### config.mk
export PLATFORM = sky130hd
export DESIGN_NAME = script_token_scanner_core
export DESIGN_NICKNAME = d
export VERILOG_FILES = /design/src/rtl/sts_pkg.sv /design/src/rtl/sts_front.sv /design/src/rtl/sts_queue.sv /design/src/rtl/sts_back.sv /design/src/rtl/script_token_scanner_core.sv
export SDC_FILE = /design/constraint.sdc
export NUM_CORES = 1
export LEC_CHECK = 0
export BUFFER_PORTS_ARGS = -buffer_cell sky130_fd_sc_hd__buf_2
export CAP_MARGIN = 15
export CORE_ASPECT_RATIO = 0.9
export CORE_UTILIZATION = 40
export CTS_CLUSTER_SIZE = 20
export DETAILED_ROUTE_END_ITERATION = 12
export PLACE_DENSITY_LB_ADDON = 0.08
export SLEW_MARGIN = 25
export SYNTH_ARGS = -nofsm -noshare
export SYNTH_HDL_FRONTEND = slang
export SYNTH_SLANG_ARGS = --single-unit
### constraint.sdc
create_clock -name aclk -period 8.7 [get_ports aclk]
set_input_delay 0.435 -clock aclk [delete_from_list [all_inputs] [get_ports aclk]]
set_output_delay 0.435 -clock aclk [all_outputs]
set_load 0.02 [all_outputs]
### src/rtl/sts_pkg.sv
// Shared types, state codes and character-class functions for the token scanner.
// No dependencies; used by every module of the scanner and by its checker.
package sts_pkg;

    // Default sizes
    localparam int POS_BITS_DEFAULT    = 16;
    localparam int QUEUE_DEPTH_DEFAULT = 4;

    // Result channel layout
    localparam int KIND_BITS  = 2;
    localparam int TYPE_BITS  = 5;
    localparam int OUT_BITS   = 16;
    localparam int TDATA_BITS = 40;

    // Result kinds
    localparam logic [KIND_BITS-1:0] KIND_TOKEN = 2'd0;
    localparam logic [KIND_BITS-1:0] KIND_ERROR = 2'd1;
    localparam logic [KIND_BITS-1:0] KIND_END   = 2'd2;

    // Automaton states; operator state for token code k is ST_OP0 + k
    localparam logic [4:0] ST_START  = 5'd0;
    localparam logic [4:0] ST_WS     = 5'd1;
    localparam logic [4:0] ST_NOT    = 5'd2;
    localparam logic [4:0] ST_DOT    = 5'd3;
    localparam logic [4:0] ST_OP0    = 5'd4;
    localparam logic [4:0] ST_LPAREN = 5'd4;
    localparam logic [4:0] ST_RPAREN = 5'd5;
    localparam logic [4:0] ST_LBRACE = 5'd6;
    localparam logic [4:0] ST_RBRACE = 5'd7;
    localparam logic [4:0] ST_LBRACK = 5'd8;
    localparam logic [4:0] ST_RBRACK = 5'd9;
    localparam logic [4:0] ST_EQEQ   = 5'd10;
    localparam logic [4:0] ST_NE     = 5'd11;
    localparam logic [4:0] ST_LT     = 5'd12;
    localparam logic [4:0] ST_LE     = 5'd13;
    localparam logic [4:0] ST_GT     = 5'd14;
    localparam logic [4:0] ST_GE     = 5'd15;
    localparam logic [4:0] ST_PLUS   = 5'd16;
    localparam logic [4:0] ST_MINUS  = 5'd17;
    localparam logic [4:0] ST_STAR   = 5'd18;
    localparam logic [4:0] ST_SLASH  = 5'd19;
    localparam logic [4:0] ST_PCT    = 5'd20;
    localparam logic [4:0] ST_COMMA  = 5'd21;
    localparam logic [4:0] ST_SEMI   = 5'd22;
    localparam logic [4:0] ST_ASSIGN = 5'd23;
    localparam logic [4:0] ST_ID     = 5'd24;
    localparam logic [4:0] ST_NUM    = 5'd25;
    localparam logic [4:0] ST_NUMD   = 5'd26;
    localparam logic [4:0] ST_DEAD   = 5'd30;
    localparam logic [4:0] ST_NONE   = 5'd31;

    // Token types
    localparam logic [TYPE_BITS-1:0] TYPE_ID     = 5'd20;
    localparam logic [TYPE_BITS-1:0] TYPE_NUMBER = 5'd21;
    localparam logic [TYPE_BITS-1:0] TYPE_NONE   = 5'd0;
    localparam logic [TYPE_BITS-1:0] TYPE_FUNC   = 5'd22;
    localparam logic [TYPE_BITS-1:0] TYPE_TRUE   = 5'd23;
    localparam logic [TYPE_BITS-1:0] TYPE_FALSE  = 5'd24;
    localparam logic [TYPE_BITS-1:0] TYPE_FOR    = 5'd25;
    localparam logic [TYPE_BITS-1:0] TYPE_WHILE  = 5'd26;
    localparam logic [TYPE_BITS-1:0] TYPE_IF     = 5'd27;
    localparam logic [TYPE_BITS-1:0] TYPE_ELSE   = 5'd28;
    localparam logic [TYPE_BITS-1:0] TYPE_VAR    = 5'd29;
    localparam logic [TYPE_BITS-1:0] TYPE_RETURN = 5'd30;
    localparam logic [TYPE_BITS-1:0] TYPE_NULL   = 5'd31;

    // Characters
    localparam logic [7:0] CH_NUL    = 8'h00;
    localparam logic [7:0] CH_TAB    = 8'h09;
    localparam logic [7:0] CH_LF     = 8'h0A;
    localparam logic [7:0] CH_CR     = 8'h0D;
    localparam logic [7:0] CH_SPACE  = 8'h20;
    localparam logic [7:0] CH_BANG   = 8'h21;
    localparam logic [7:0] CH_PCT    = 8'h25;
    localparam logic [7:0] CH_AMP    = 8'h26;
    localparam logic [7:0] CH_LPAREN = 8'h28;
    localparam logic [7:0] CH_RPAREN = 8'h29;
    localparam logic [7:0] CH_STAR   = 8'h2A;
    localparam logic [7:0] CH_PLUS   = 8'h2B;
    localparam logic [7:0] CH_COMMA  = 8'h2C;
    localparam logic [7:0] CH_MINUS  = 8'h2D;
    localparam logic [7:0] CH_DOT    = 8'h2E;
    localparam logic [7:0] CH_SLASH  = 8'h2F;
    localparam logic [7:0] CH_SEMI   = 8'h3B;
    localparam logic [7:0] CH_LT     = 8'h3C;
    localparam logic [7:0] CH_EQ     = 8'h3D;
    localparam logic [7:0] CH_GT     = 8'h3E;
    localparam logic [7:0] CH_LBRACK = 8'h5B;
    localparam logic [7:0] CH_RBRACK = 8'h5D;
    localparam logic [7:0] CH_LBRACE = 8'h7B;
    localparam logic [7:0] CH_BAR    = 8'h7C;
    localparam logic [7:0] CH_RBRACE = 8'h7D;

    // Packed identifier prefix, first character highest
    localparam logic [47:0] PREFIX_FULL = 48'hFFFF_FFFF_FFFF;
    localparam logic [47:0] KW_FUNC   = 48'h0000_6675_6E63;
    localparam logic [47:0] KW_TRUE   = 48'h0000_7472_7565;
    localparam logic [47:0] KW_FALSE  = 48'h0066_616C_7365;
    localparam logic [47:0] KW_FOR    = 48'h0000_0066_6F72;
    localparam logic [47:0] KW_WHILE  = 48'h0077_6869_6C65;
    localparam logic [47:0] KW_IF     = 48'h0000_0000_6966;
    localparam logic [47:0] KW_ELSE   = 48'h0000_656C_7365;
    localparam logic [47:0] KW_VAR    = 48'h0000_0076_6172;
    localparam logic [47:0] KW_RETURN = 48'h7265_7475_726E;
    localparam logic [47:0] KW_NULL   = 48'h0000_6E75_6C6C;

    // One result as it leaves the scanner
    typedef struct packed {
        logic [KIND_BITS-1:0] kind;
        logic [TYPE_BITS-1:0] ttype;
        logic [OUT_BITS-1:0]  start;
        logic [OUT_BITS-1:0]  len;
    } result_t;

    // Results caused by one character; r1 only counts when two is set
    typedef struct packed {
        logic    two;
        result_t r0;
        result_t r1;
    } entry_t;

    // Queue status seen by the front and back parts
    typedef struct packed {
        logic full;
        logic not_empty;
    } q_status_t;

    function automatic result_t mk_result(logic [KIND_BITS-1:0] kind,
                                          logic [TYPE_BITS-1:0] ttype,
                                          logic [OUT_BITS-1:0] start,
                                          logic [OUT_BITS-1:0] len);
        result_t r;
        r.kind  = kind;
        r.ttype = ttype;
        r.start = start;
        r.len   = len;
        return r;
    endfunction

    function automatic logic is_digit(logic [7:0] c);
        return (c >= 8'h30) && (c <= 8'h39);
    endfunction

    function automatic logic is_letter(logic [7:0] c);
        return ((c >= 8'h41) && (c <= 8'h5A)) || ((c >= 8'h61) && (c <= 8'h7A));
    endfunction

    function automatic logic is_space(logic [7:0] c);
        return (c == CH_TAB) || (c == CH_LF) || (c == CH_CR) || (c == CH_SPACE);
    endfunction

    function automatic logic accepting(logic [4:0] s);
        return (s == ST_WS) || ((s >= ST_OP0) && (s <= ST_NUMD));
    endfunction

    // Transition out of the start state
    function automatic logic [4:0] start_next(logic [7:0] c);
        logic [4:0] t;
        case (c)
            CH_LPAREN: t = ST_LPAREN;
            CH_RPAREN: t = ST_RPAREN;
            CH_LBRACE: t = ST_LBRACE;
            CH_RBRACE: t = ST_RBRACE;
            CH_LBRACK: t = ST_LBRACK;
            CH_RBRACK: t = ST_RBRACK;
            CH_LT:     t = ST_LT;
            CH_GT:     t = ST_GT;
            CH_PLUS:   t = ST_PLUS;
            CH_MINUS:  t = ST_MINUS;
            CH_STAR:   t = ST_STAR;
            CH_SLASH:  t = ST_SLASH;
            CH_PCT:    t = ST_PCT;
            CH_COMMA:  t = ST_COMMA;
            CH_SEMI:   t = ST_SEMI;
            CH_EQ:     t = ST_ASSIGN;
            CH_BANG:   t = ST_NOT;
            CH_AMP:    t = ST_DEAD;
            CH_BAR:    t = ST_DEAD;
            default: begin
                if (is_digit(c))       t = ST_NUM;
                else if (is_letter(c)) t = ST_ID;
                else if (is_space(c))  t = ST_WS;
                else                   t = ST_NONE;
            end
        endcase
        return t;
    endfunction

    // Full automaton transition
    function automatic logic [4:0] next_state(logic [4:0] s, logic [7:0] c);
        logic [4:0] t;
        case (s)
            ST_START: t = start_next(c);
            ST_WS:    t = is_space(c) ? ST_WS : ST_NONE;
            ST_ID:    t = (is_letter(c) || is_digit(c)) ? ST_ID : ST_NONE;
            ST_NUM: begin
                if (is_digit(c))       t = ST_NUM;
                else if (is_letter(c)) t = ST_DEAD;
                else if (c == CH_DOT)  t = ST_DOT;
                else                   t = ST_NONE;
            end
            ST_DOT, ST_NUMD: begin
                if (is_digit(c))       t = ST_NUMD;
                else if (is_letter(c)) t = ST_DEAD;
                else                   t = ST_NONE;
            end
            ST_NOT:    t = (c == CH_EQ) ? ST_NE : ST_NONE;
            ST_ASSIGN: t = (c == CH_EQ) ? ST_EQEQ : ST_NONE;
            ST_LT:     t = (c == CH_EQ) ? ST_LE : ST_NONE;
            ST_GT:     t = (c == CH_EQ) ? ST_GE : ST_NONE;
            ST_SLASH:  t = (c == CH_SLASH) ? ST_DEAD : ST_NONE;
            default:   t = ST_NONE;
        endcase
        return t;
    endfunction

    // Token type of a finished accepting state
    function automatic logic [TYPE_BITS-1:0] token_type_of(logic [4:0] s, logic [47:0] pref);
        logic [TYPE_BITS-1:0] ty;
        if (s == ST_ID) begin
            if (pref == KW_FUNC)        ty = TYPE_FUNC;
            else if (pref == KW_TRUE)   ty = TYPE_TRUE;
            else if (pref == KW_FALSE)  ty = TYPE_FALSE;
            else if (pref == KW_FOR)    ty = TYPE_FOR;
            else if (pref == KW_WHILE)  ty = TYPE_WHILE;
            else if (pref == KW_IF)     ty = TYPE_IF;
            else if (pref == KW_ELSE)   ty = TYPE_ELSE;
            else if (pref == KW_VAR)    ty = TYPE_VAR;
            else if (pref == KW_RETURN) ty = TYPE_RETURN;
            else if (pref == KW_NULL)   ty = TYPE_NULL;
            else                        ty = TYPE_ID;
        end else if ((s == ST_NUM) || (s == ST_NUMD)) begin
            ty = TYPE_NUMBER;
        end else begin
            ty = s - ST_OP0;
        end
        return ty;
    endfunction

endpackage

### src/rtl/sts_front.sv
// Scanner front part: takes one character per transfer, steps the automaton and
// queues the results that character causes. Depends on sts_pkg.
module sts_front #(
    parameter int POS_BITS = sts_pkg::POS_BITS_DEFAULT
) (
    input  logic              aclk,
    input  logic              aresetn,
    input  logic              s_tvalid,
    output logic              s_tready,
    input  logic [7:0]        s_tdata,    // [7:0] ch
    input  sts_pkg::q_status_t q_status,
    output logic              q_push,
    output sts_pkg::entry_t   q_entry
);
    import sts_pkg::*;

    localparam int EXT_BITS = (POS_BITS > OUT_BITS) ? POS_BITS : OUT_BITS;
    localparam logic [POS_BITS-1:0] POS_MAX = {POS_BITS{1'b1}};

    // Saturate a position or length to the output width
    function automatic logic [OUT_BITS-1:0] sat_out(logic [POS_BITS-1:0] v);
        logic [EXT_BITS-1:0] ve;
        ve = EXT_BITS'(v);
        return (ve > EXT_BITS'(17'h0FFFF)) ? {OUT_BITS{1'b1}} : ve[OUT_BITS-1:0];
    endfunction

    logic [4:0]          scan_state_reg, scan_state_next;
    logic [POS_BITS-1:0] position_reg, position_next;
    logic [POS_BITS-1:0] token_begin_reg, token_begin_next;
    logic [47:0]         prefix_reg, prefix_next;
    logic                aborted_reg, aborted_next;

    logic                accept;
    logic [7:0]          c;
    logic [4:0]          s, t, t2, enter_state;
    logic [POS_BITS-1:0] p, tb, p_inc, err_len;
    logic [47:0]         pref, pref_add;
    logic                err_case, do_enter;
    logic                a_v, b_v;
    result_t             a_r, b_r;

    assign s_tready = !q_status.full;
    assign accept   = s_tvalid && s_tready;
    assign c        = s_tdata;

    // Automaton step and result selection
    always_comb begin
        s        = scan_state_reg;
        p        = position_reg;
        p_inc    = (p == POS_MAX) ? p : p + POS_BITS'(1);
        tb       = (s == ST_START) ? p : token_begin_reg;
        pref     = (s == ST_START) ? 48'd0 : prefix_reg;
        t        = (c == CH_NUL) ? ST_NONE : next_state(s, c);
        t2       = start_next(c);
        err_len  = p - tb + POS_BITS'(((p != POS_MAX) || (p == tb)) ? 1 : 0);
        err_case = (t == ST_DEAD) ||
                   ((t == ST_NONE) && !accepting(s) && !((s == ST_START) && (c == CH_NUL)));

        a_v = 1'b0;
        a_r = mk_result(KIND_TOKEN, TYPE_NONE, '0, '0);
        b_v = 1'b0;
        b_r = mk_result(KIND_END, TYPE_NONE, sat_out(p), '0);

        scan_state_next  = scan_state_reg;
        position_next    = position_reg;
        token_begin_next = token_begin_reg;
        prefix_next      = prefix_reg;
        aborted_next     = aborted_reg;
        do_enter         = 1'b0;
        enter_state      = t;

        if (aborted_reg) begin
            // drop characters until the terminator
            if (c == CH_NUL) begin
                b_v = 1'b1;
            end
        end else if (err_case) begin
            a_v = 1'b1;
            a_r = mk_result(KIND_ERROR, TYPE_NONE, sat_out(tb), sat_out(err_len));
            token_begin_next = tb;
            prefix_next      = pref;
            if (c == CH_NUL) begin
                b_v = 1'b1;
            end else begin
                aborted_next  = 1'b1;
                position_next = p_inc;
            end
        end else if (t != ST_NONE) begin
            token_begin_next = tb;
            prefix_next      = pref;
            do_enter         = 1'b1;
        end else begin
            // no transition: finish the pending token, then rescan from start
            if ((s != ST_START) && (s != ST_WS)) begin
                a_v = 1'b1;
                a_r = mk_result(KIND_TOKEN, token_type_of(s, pref), sat_out(tb),
                                sat_out(p - tb));
            end
            scan_state_next  = ST_START;
            token_begin_next = p;
            prefix_next      = 48'd0;
            if (c == CH_NUL) begin
                b_v = 1'b1;
            end else if ((t2 == ST_NONE) || (t2 == ST_DEAD)) begin
                b_v           = 1'b1;
                b_r           = mk_result(KIND_ERROR, TYPE_NONE, sat_out(p), 16'd1);
                aborted_next  = 1'b1;
                position_next = p_inc;
            end else begin
                do_enter    = 1'b1;
                enter_state = t2;
            end
        end

        // enter a new state on this character
        pref_add = (prefix_next[47:40] != 8'd0) ? PREFIX_FULL : {prefix_next[39:0], c};
        if (do_enter) begin
            scan_state_next = enter_state;
            position_next   = p_inc;
            if (enter_state == ST_ID) begin
                prefix_next = pref_add;
            end
        end

        // terminator starts a new text
        if ((c == CH_NUL) && b_v && (b_r.kind == KIND_END)) begin
            scan_state_next  = ST_START;
            position_next    = '0;
            token_begin_next = '0;
            prefix_next      = 48'd0;
            aborted_next     = 1'b0;
        end

        // pack results in order
        q_entry.two = a_v && b_v;
        q_entry.r0  = a_v ? a_r : b_r;
        q_entry.r1  = b_r;
        q_push      = accept && (a_v || b_v);
    end

    // Scanner state
    always_ff @(posedge aclk) begin
        if (!aresetn) begin
            scan_state_reg  <= ST_START;
            position_reg    <= '0;
            token_begin_reg <= '0;
            prefix_reg      <= 48'd0;
            aborted_reg     <= 1'b0;
        end else if (accept) begin
            scan_state_reg  <= scan_state_next;
            position_reg    <= position_next;
            token_begin_reg <= token_begin_next;
            prefix_reg      <= prefix_next;
            aborted_reg     <= aborted_next;
        end
    end

endmodule

### src/rtl/sts_queue.sv
// Short queue of result entries between the scanner front and back parts.
// Depends on sts_pkg.
module sts_queue #(
    parameter int DEPTH = sts_pkg::QUEUE_DEPTH_DEFAULT
) (
    input  logic               aclk,
    input  logic               aresetn,
    input  logic               push,
    input  sts_pkg::entry_t    push_entry,
    input  logic               pop,
    output sts_pkg::entry_t    head_entry,
    output sts_pkg::q_status_t status
);
    import sts_pkg::*;

    localparam int PW = (DEPTH > 1) ? $clog2(DEPTH) : 1;
    localparam int CW = $clog2(DEPTH + 1);
    localparam logic [PW-1:0] LAST_SLOT = PW'(DEPTH - 1);

    entry_t        slots [DEPTH];
    logic [PW-1:0] wr_ptr_reg, rd_ptr_reg;
    logic [CW-1:0] count_reg;
    logic          do_push, do_pop;

    assign status.full      = (count_reg == CW'(DEPTH));
    assign status.not_empty = (count_reg != '0);
    assign do_push          = push && !status.full;
    assign do_pop           = pop && status.not_empty;
    assign head_entry       = slots[rd_ptr_reg];

    // Entry storage
    always_ff @(posedge aclk) begin
        if (do_push) begin
            slots[wr_ptr_reg] <= push_entry;
        end
    end

    // Pointers and fill count
    always_ff @(posedge aclk) begin
        if (!aresetn) begin
            wr_ptr_reg <= '0;
            rd_ptr_reg <= '0;
            count_reg  <= '0;
        end else begin
            if (do_push) begin
                wr_ptr_reg <= (wr_ptr_reg == LAST_SLOT) ? '0 : wr_ptr_reg + PW'(1);
            end
            if (do_pop) begin
                rd_ptr_reg <= (rd_ptr_reg == LAST_SLOT) ? '0 : rd_ptr_reg + PW'(1);
            end
            if (do_push && !do_pop) begin
                count_reg <= count_reg + CW'(1);
            end else if (do_pop && !do_push) begin
                count_reg <= count_reg - CW'(1);
            end
        end
    end

endmodule

### src/rtl/sts_back.sv
// Scanner back part: splits queued entries into single results and holds them
// in the output register until transfer. Depends on sts_pkg.
module sts_back (
    input  logic                           aclk,
    input  logic                           aresetn,
    input  sts_pkg::q_status_t             q_status,
    input  sts_pkg::entry_t                head_entry,
    output logic                           q_pop,
    output logic                           m_tvalid,
    input  logic                           m_tready,
    output logic [sts_pkg::TDATA_BITS-1:0] m_tdata,  // [4:0] token_type, [20:5] token_start,
                                                     // [36:21] token_length, [39:37] zero
    output logic [sts_pkg::KIND_BITS-1:0]  m_tuser,  // [1:0] kind
    output logic                           m_tlast
);
    import sts_pkg::*;

    logic    out_valid_reg, hold_valid_reg, out_last_reg;
    result_t out_res_reg, hold_res_reg;
    logic    load;

    assign load  = !out_valid_reg || m_tready;
    assign q_pop = load && !hold_valid_reg && q_status.not_empty;

    // Control: output valid and pending second result
    always_ff @(posedge aclk) begin
        if (!aresetn) begin
            out_valid_reg  <= 1'b0;
            hold_valid_reg <= 1'b0;
        end else if (load) begin
            if (hold_valid_reg) begin
                out_valid_reg  <= 1'b1;
                hold_valid_reg <= 1'b0;
            end else if (q_status.not_empty) begin
                out_valid_reg  <= 1'b1;
                hold_valid_reg <= head_entry.two;
            end else begin
                out_valid_reg <= 1'b0;
            end
        end
    end

    // Payload
    always_ff @(posedge aclk) begin
        if (load) begin
            if (hold_valid_reg) begin
                out_res_reg  <= hold_res_reg;
                out_last_reg <= 1'b1;
            end else if (q_status.not_empty) begin
                out_res_reg  <= head_entry.r0;
                out_last_reg <= !head_entry.two;
                hold_res_reg <= head_entry.r1;
            end
        end
    end

    assign m_tvalid = out_valid_reg;
    assign m_tuser  = out_res_reg.kind;
    assign m_tlast  = out_last_reg;
    assign m_tdata  = {3'b000, out_res_reg.len, out_res_reg.start, out_res_reg.ttype};

endmodule

### src/rtl/script_token_scanner_core.sv
// Token scanner: one character per cycle in; the results of a character are written to the
// queue on its input transfer, then loaded into the output register.
// Throughput is one character per cycle while the queue has room; each result needs its
// own output transfer, so a character ending one token and starting a failing one needs two.
// The queue of QUEUE_DEPTH entries lets input continue while output stalls.
// Reset (aresetn low, synchronous) returns the scanner to the start state at position 0.
module script_token_scanner_core #(
    parameter int POS_BITS    = sts_pkg::POS_BITS_DEFAULT,
    parameter int QUEUE_DEPTH = sts_pkg::QUEUE_DEPTH_DEFAULT
) (
    input  logic                           aclk,
    input  logic                           aresetn,
    input  logic                           s_tvalid,
    output logic                           s_tready,
    input  logic [7:0]                     s_tdata,  // [7:0] ch
    output logic                           m_tvalid,
    input  logic                           m_tready,
    output logic [sts_pkg::TDATA_BITS-1:0] m_tdata,  // [4:0] token_type, [20:5] token_start,
                                                     // [36:21] token_length, [39:37] zero
    output logic [sts_pkg::KIND_BITS-1:0]  m_tuser,  // [1:0] kind
    output logic                           m_tlast
);
    import sts_pkg::*;

    q_status_t q_status;
    entry_t    push_entry, head_entry;
    logic      q_push, q_pop;

    sts_front #(.POS_BITS(POS_BITS)) u_front (
        .aclk     (aclk),
        .aresetn  (aresetn),
        .s_tvalid (s_tvalid),
        .s_tready (s_tready),
        .s_tdata  (s_tdata),
        .q_status (q_status),
        .q_push   (q_push),
        .q_entry  (push_entry)
    );

    sts_queue #(.DEPTH(QUEUE_DEPTH)) u_queue (
        .aclk       (aclk),
        .aresetn    (aresetn),
        .push       (q_push),
        .push_entry (push_entry),
        .pop        (q_pop),
        .head_entry (head_entry),
        .status     (q_status)
    );

    sts_back u_back (
        .aclk       (aclk),
        .aresetn    (aresetn),
        .q_status   (q_status),
        .head_entry (head_entry),
        .q_pop      (q_pop),
        .m_tvalid   (m_tvalid),
        .m_tready   (m_tready),
        .m_tdata    (m_tdata),
        .m_tuser    (m_tuser),
        .m_tlast    (m_tlast)
    );

endmodule

==> flow_summary.yaml, run 1 <==
floorplan:
  die-area_mm2: 0.0470
  die_y_um: 206
  coreArea_mm2: 0.0455
  initial_core_util_pct: 40.6
  die_w_um: 228
  ios: 57
  num_rows: 74
power:
  power_w: 0.00742
  max-vdd-ir-drop_mv: 0.243
  power_leakage_nw: 6.93
  p_switching_w: 0.00278
  p_int_w: 0.00464
  pwr-share-seq_pct: 37.4
  swShare_pct: 37.4
  pwr-share-comb_pct: 39.2
  power_frac_clock_pct: 23.4
  p_per_area_mw_per_mm2: 361
layout:
  drive_above_1_share_pct: 20.5
  multi_input_area_mm2: 0.00727
  n_fill_cell: 4137
  antenna_cells: 0
  largest_reg_flops: 232
  area.sequential_mm2: 0.0107
  nets: 1487
  final_cells: 2084
  areaGrowthSynthToFinish_pct: 11.4
clock_tree:
  clk_latency_ns: 0.58
  cts_made_buffers: 42
  cts.path.max_buffers: 3
  post_cts_buffers: 0
  cts_root_buf: "clkbuf_16"
  ctsHoldBuffers: 0
  clk_transition_reported_paths_ns: 0.06
  cts_tree: "yes"
  cts.repair.resized: 0
  cts_max_level: 2
  cts_sinks: 387
detailed_routing:
  vias_per_cell: 5.57
  ant_nets: 0
  drcViolationCount: 0
  dr_total_vias: 11600
  first_pass_iters: 5
  routed_wl_mm: 43.3
  drt_iter0_drc: 858
  wire_per_inst_um: 20.8
timing:
  fin_crit_ns: 5.87
  report.final.slew_viol_count: 0
  rsz0062_at_grt: "no"
  whs_ns: 0.269
  fmax_mhz: 170
  hold_viol_final: 0
  slew_headroom_pct: 34.4
  period_share_pct: 67.5
  tightest_slew_ns: 0.984
  setup_violations: 0
  fin_skew_ns: 0.0291
  tns_ns: 0
min_path:
  hold_start: "m_tready"
  min_path_type: "in2reg"
setup_path:
  start_kind: "register"
  worstSetupStartpoint: "u_front.s[2]"
  crit_fanout: 25
  cp.required_ns: 8.99
  rr_startpoint: "u_front.s[2]"
  reg2reg_depth: 15
  cp_data_arrival_time_ns: 6.16
  rr_endpoint: "u_queue.slots[3][54]"
  critPathKind: "reg2reg"
  endpoint: "u_queue.slots[3][54]"
  end_kind: "register"
  regToRegSetupSlack_ns: 2.83
global_routing:
  use_met2_pct: 29.2
  antenna_found_initial: 1
  grt_overflow: 0
  grt_pass1_vias: 11500
  met1_usage_pct: 27.5
  grt.busiest_layer: "met2"
  grt_use_met3_pct: 2.62
  grt_pass1_wl_mm: 68.4
  grtUsageTotal_pct: 18.8
  grt_max_degree: 49
yosys:
  ys_warn_count: 0
  synth_area_leaders: "edfxtp_1 47%, dfxtp_1 11%, mux4_2 7.1%, o2bb2ai_2 3.3%, nor2_1 2.6%"
  yosys_register_bits: 387
  avgSynthCellArea_um2: 13.0
  synth_top_area_share_pct: 47.2
  synth_top_area_cell: "edfxtp_1"
  syn_area_mm2: 0.0184
  synth_edf_count: 290
  synthCells: 1414
  synth_seq_area_share_pct: 57.8
  synthFlopType: "edfxtp_1"
  ys_types: 103
  synth-async-reset-ratio_pct: 0
placed_design:
  dp_hpwl_mm: 27.8
  portBuffers: 53
  dp_cells: 2008
  place_congestion: 0.879
flow_run:
  cap_viol_max_count: 0
run_status:
  status: "finished, final reports clean"
[cell usage in the layout, fill, tap and decap left out, types with 8 or more instances in the layout]
cell type,n
edfxtp_1,290
nor2_1,128
nand2_1,94
dfxtp_1,94
a21oi_1,66
mux4_2,58
buf_2,53
o21ai_0,42
clkbuf_16,42
o2bb2ai_2,40
nor2b_1,35
inv_1,32
nand3_1,29
ha_1,29
nor3_1,24
xor2_1,19
o211ai_1,18
mux2_2,18
buf_4,18
xnor2_1,17
mux2i_1,17
nand4_1,17
nor4_1,16
or3_1,15
and3_1,13
nor3b_1,12
clkinv_2,10
nand2b_1,9
nand3b_1,9
o21a_1,9
nor4b_1,8
or2_2,8
a22o_1,8
[worst max-delay path: stages (launching register included)]
cell and delay [ns]:
dfxtp_1 0.37, inv_1 0.13, ha_1 0.41, or4b_1 0.64, buf_4 0.32, a21oi_1 0.32, ha_1 0.29, nor2b_1 0.13
o21ai_0 0.18, a21boi_0 0.29, o311a_1 0.41, nor4_1 0.57, nand3_1 0.18, nor4_1 0.44, nand3_1 0.23, o41ai_1 0.63
[power by group through the flow]
stage	logic [W]	clock network, W	registers, W
CTS	0.00295	0.00178	0.00279
finish	0.00291	0.00173	0.00278
floorplan	0.00206	0	0.00285
global placement	0.00292	0	0.00282
global route	0.00322	0.00185	0.00283
detailed placement	0.00293	0	0.00283
[per-layer routing]
layer	part of all wire, %	wire length, µm	up-vias
li1	-	-	5501
met1	49	21200	5806
met2	45	19500	233
met3	4.3	1840	58
met4	1.9	822	0
met5	0	0	-
[final cells by class]
class / instances / area share (%)
flip-flops and latches: 387 / 51.9
multi-input cells: 910 / 35.4
clock buffers: 51 / 5.48
well taps: 608 / 3.70
repair buffers: 71 / 1.95
clock inverters: 25 / 0.999
inverters: 32 / 0.585
[stage by stage]
step	cell area, µm²	setup slack, ns	util (%)
finish	20500	2.83	45.2
global route	20500	2.31	45.2
CTS	20500	2.89	45.2
detailed placement	19200	2.91	42.2
global placement	19200	3.17	42.2
floorplan	18400	3.66	-
[worst min-delay path by stage]
stage,to,cells past startpoint
after floorplan,u_front.token_begin_reg[10],2
after CTS,u_back.m_tvalid,4
final,u_back.m_tvalid,4
after global placement,u_front.token_begin_reg[9],2
after detailed placement,u_front.token_begin_reg[10],2
after global routing,u_front.s[0],3
[logic make-up after synthesis]
logic type | Yosys count | share of synthesized area, %
compound gates | 266 | 11.9
xor+xnor | 36 | 1.71
fa+ha+maj | 31 | 2.19
buf+inv | 119 | 3.16
flops | 387 | 57.8
mux | 94 | 9.17
other cells | 1 | 0.0203
simple gates | 480 | 14.1
[synthesized netlist by cell type, types with 10 or more instances]
master,n
nor3_1,26
mux4_2,58
nor2_1,130
nand4_1,17
nand2_1,94
buf_1,10
nor2b_1,35
o21ai_0,42
edfxtp_1,290
a21oi_1,66
buf_2,12
clkbuf_1,49
or3_1,15
nor4_1,16
inv_1,32
dfxtp_1,97
mux2_2,18
and3_1,13
o211ai_1,18
o2bb2ai_2,40
ha_1,29
and2_1,10
nand3_1,29
xnor2_1,17
xor2_1,19
mux2i_1,17
nor3b_1,12
Power figures use the tool's default switching activity.
==> inputs of run 2 (changes only) <==
Clock period 8.7 ns to 5.65 ns, I/O delays scaled along.
==> run 2 against run 1 <==
Clock skew up 0.0025 ns. Combinational power up 61%. Worst hold slack worse by 0.18 ns. Via count is 0.51% higher. Sequential power rose by 52%. Die area is the same.
==> flow_summary.yaml, run 2 (same netlist as run 1, synthesis figures left out) <==
timing:
  report.final.slew_viol_count: 0
  fin_crit_ns: 5.13
  fmax_mhz: 195
  tightest_slew_ns: 0.962
  slew_headroom_pct: 35.4
  rsz0062_at_grt: "no"
  hold_viol_final: 0
  setup_violations: 0
  tns_ns: 0
  fin_skew_ns: 0.0316
  period_share_pct: 90.9
layout:
  drive_above_1_share_pct: 20.9
  multi_input_area_mm2: 0.00727
  largest_reg_flops: 232
  layout_commonest_cell: "edfxtp_1"
  design_area_mm2: 0.0207
  areaGrowthSynthToFinish_pct: 12.5
  final_cell_mix: "290 x edfxtp_1, 128 x nor2_1, 94 x nand2_1, 94 x dfxtp_1, 66 x a21oi_1"
  nets: 1506
  n_fill_cell: 4111
  area.sequential_mm2: 0.0107
global_routing:
  grt_pass1_vias: 11500
  grt_max_degree: 54
  grt_overflow: 0
  grtUsageTotal_pct: 19.0
  antenna_found_initial: 0
  grt_pass1_wl_mm: 68.9
clock_tree:
  ctsHoldBuffers: 0
  cts.repair.resized: 0
  post_cts_buffers: 0
  cts_tree: "yes"
  cts_root_buf: "clkbuf_16"
  clk_latency_ns: 0.58
  clk_transition_reported_paths_ns: 0.06
  cts_made_buffers: 42
  cts_max_level: 2
  cts_sinks: 387
  cts.path.max_buffers: 3
detailed_routing:
  routed_wl_mm: 44.0
  first_pass_iters: 5
  ant_nets: 0
  drcViolationCount: 0
  vias_per_cell: 5.54
  wire_per_inst_um: 20.9
  dr_total_vias: 11700
  drt_iter0_drc: 818
power:
  max-vdd-ir-drop_mv: 0.228
  p_per_area_mw_per_mm2: 559
  power_leakage_nw: 7.03
  power_w: 0.0116
setup_path:
  critPathBufInv: 2
  critPathMaxStageDelay_ns: 0.71
  path_delay_family: "simple AND/OR/NAND/NOR gates"
  cp.required_ns: 6.01
  path_common_cell: "ha_1"
  cp_cell_sequence: "inv_1 -> ha_1 -> or4b_1 -> buf_4 -> mux2i_1 -> ha_1 -> nand4_1 -> nor2_1 -> nand3_1 -> o21bai_1 -> ha_1 -> ha_1 -> nand2_1 -> or4_1 -> nor4_2 -> nand3_1 -> xnor2_1 -> nor2_1"
  regToRegSetupSlack_ns: 0.52
  end_kind: "register"
  cp_data_arrival_time_ns: 5.49
  cp_slowest_cell: "or4b_1"
  crit_fanout: 15
  start_kind: "register"
  critPathKind: "reg2reg"
floorplan:
  coreArea_mm2: 0.0455
  ios: 57
  die-area_mm2: 0.0470
  die_y_um: 206
  initial_core_util_pct: 40.6
  num_rows: 74
  die_w_um: 228
min_path:
  min_path_type: "in2reg"
placed_design:
  placed_cell_area_mm2: 0.0194
  place_congestion: 0.856
  portBuffers: 53
  dp_hpwl_mm: 29.1
flow_run:
  cap_viol_max_count: 0
run_status:
  status: "finished, final reports clean"
run 2: cell types whose count changed in the layout (fill, tap and decap cells not counted), moves of 3 or more:
cell      previous run  this run
buf_4               18        33
clkbuf_1             5        17
clkinv_2            10         5
buf_12               0         4
clkinv_1             7         3
clkbuf_8             4         1
run 2: per-stage QoR:
step                      hold slack (ns)  setup slack [ns]  utilization, %  instances
final                              0.0933             0.517            45.6       2104
after global routing                0.102            0.0418            45.6       2103
after CTS                          0.0675             0.397            45.6       2103
after detailed placement            0.445             0.419            42.7       2027
after global placement              0.442             0.537            42.7       2027
after floorplan                     0.432             0.610               -       1416
run 2: area by class of cell:
cell class                 count  area share [%]
antenna                        1          0.0121
clock buffer                  60            5.44
clock inverter                16           0.978
inverter                      32           0.579
multi-input combinational    910            35.1
sequential                   387            51.4
tap                          608            3.67
timing repair buffer          90            2.86
run 2: final timing paths:
kind                            cells past startpoint                       start                          to
worst max-delay path                               18                u_front.s[2]        u_queue.slots[2][49]
worst min-delay path                                4                    m_tready             u_back.m_tvalid
worst max register to register                     18                u_front.s[2]        u_queue.slots[2][49]
worst min register to register                      2  u_front.token_begin_reg[8]  u_front.token_begin_reg[8]
run 2: metal layers:
metal	part of all wire, %	vias up	track usage, %
met5	0	-	0
met4	1.6	0	4.41
met3	3.9	48	3.44
met2	45	226	30.1
met1	49	5847	27.0
li1	-	5536	-
run 2: worst register-to-register path: stages (launching register included):
cell and delay [ns]:
dfxtp_1 0.37, inv_1 0.15, ha_1 0.19, or4b_1 0.71, buf_4 0.33, mux2i_1 0.18
ha_1 0.47, nand4_1 0.14, nor2_1 0.14, nand3_1 0.09, o21bai_1 0.18, ha_1 0.20
ha_1 0.19, nand2_1 0.06, or4_1 0.43, nor4_2 0.47, nand3_1 0.17, xnor2_1 0.16
nor2_1 0.31
run 2: power breakdown:
| group | total [W] | internal, W | switching (W) | leakage (nW) |
|---|---|---|---|---|
| Sequential | 0.00423 | 0.00398 | 0.000254 | 3.53 |
| Combinational | 0.00468 | 0.00175 | 0.00293 | 2.86 |
| Clock | 0.00267 | 0.00155 | 0.00112 | 0.646 |
| Total | 0.0116 | 0.00728 | 0.00431 | 7.03 |
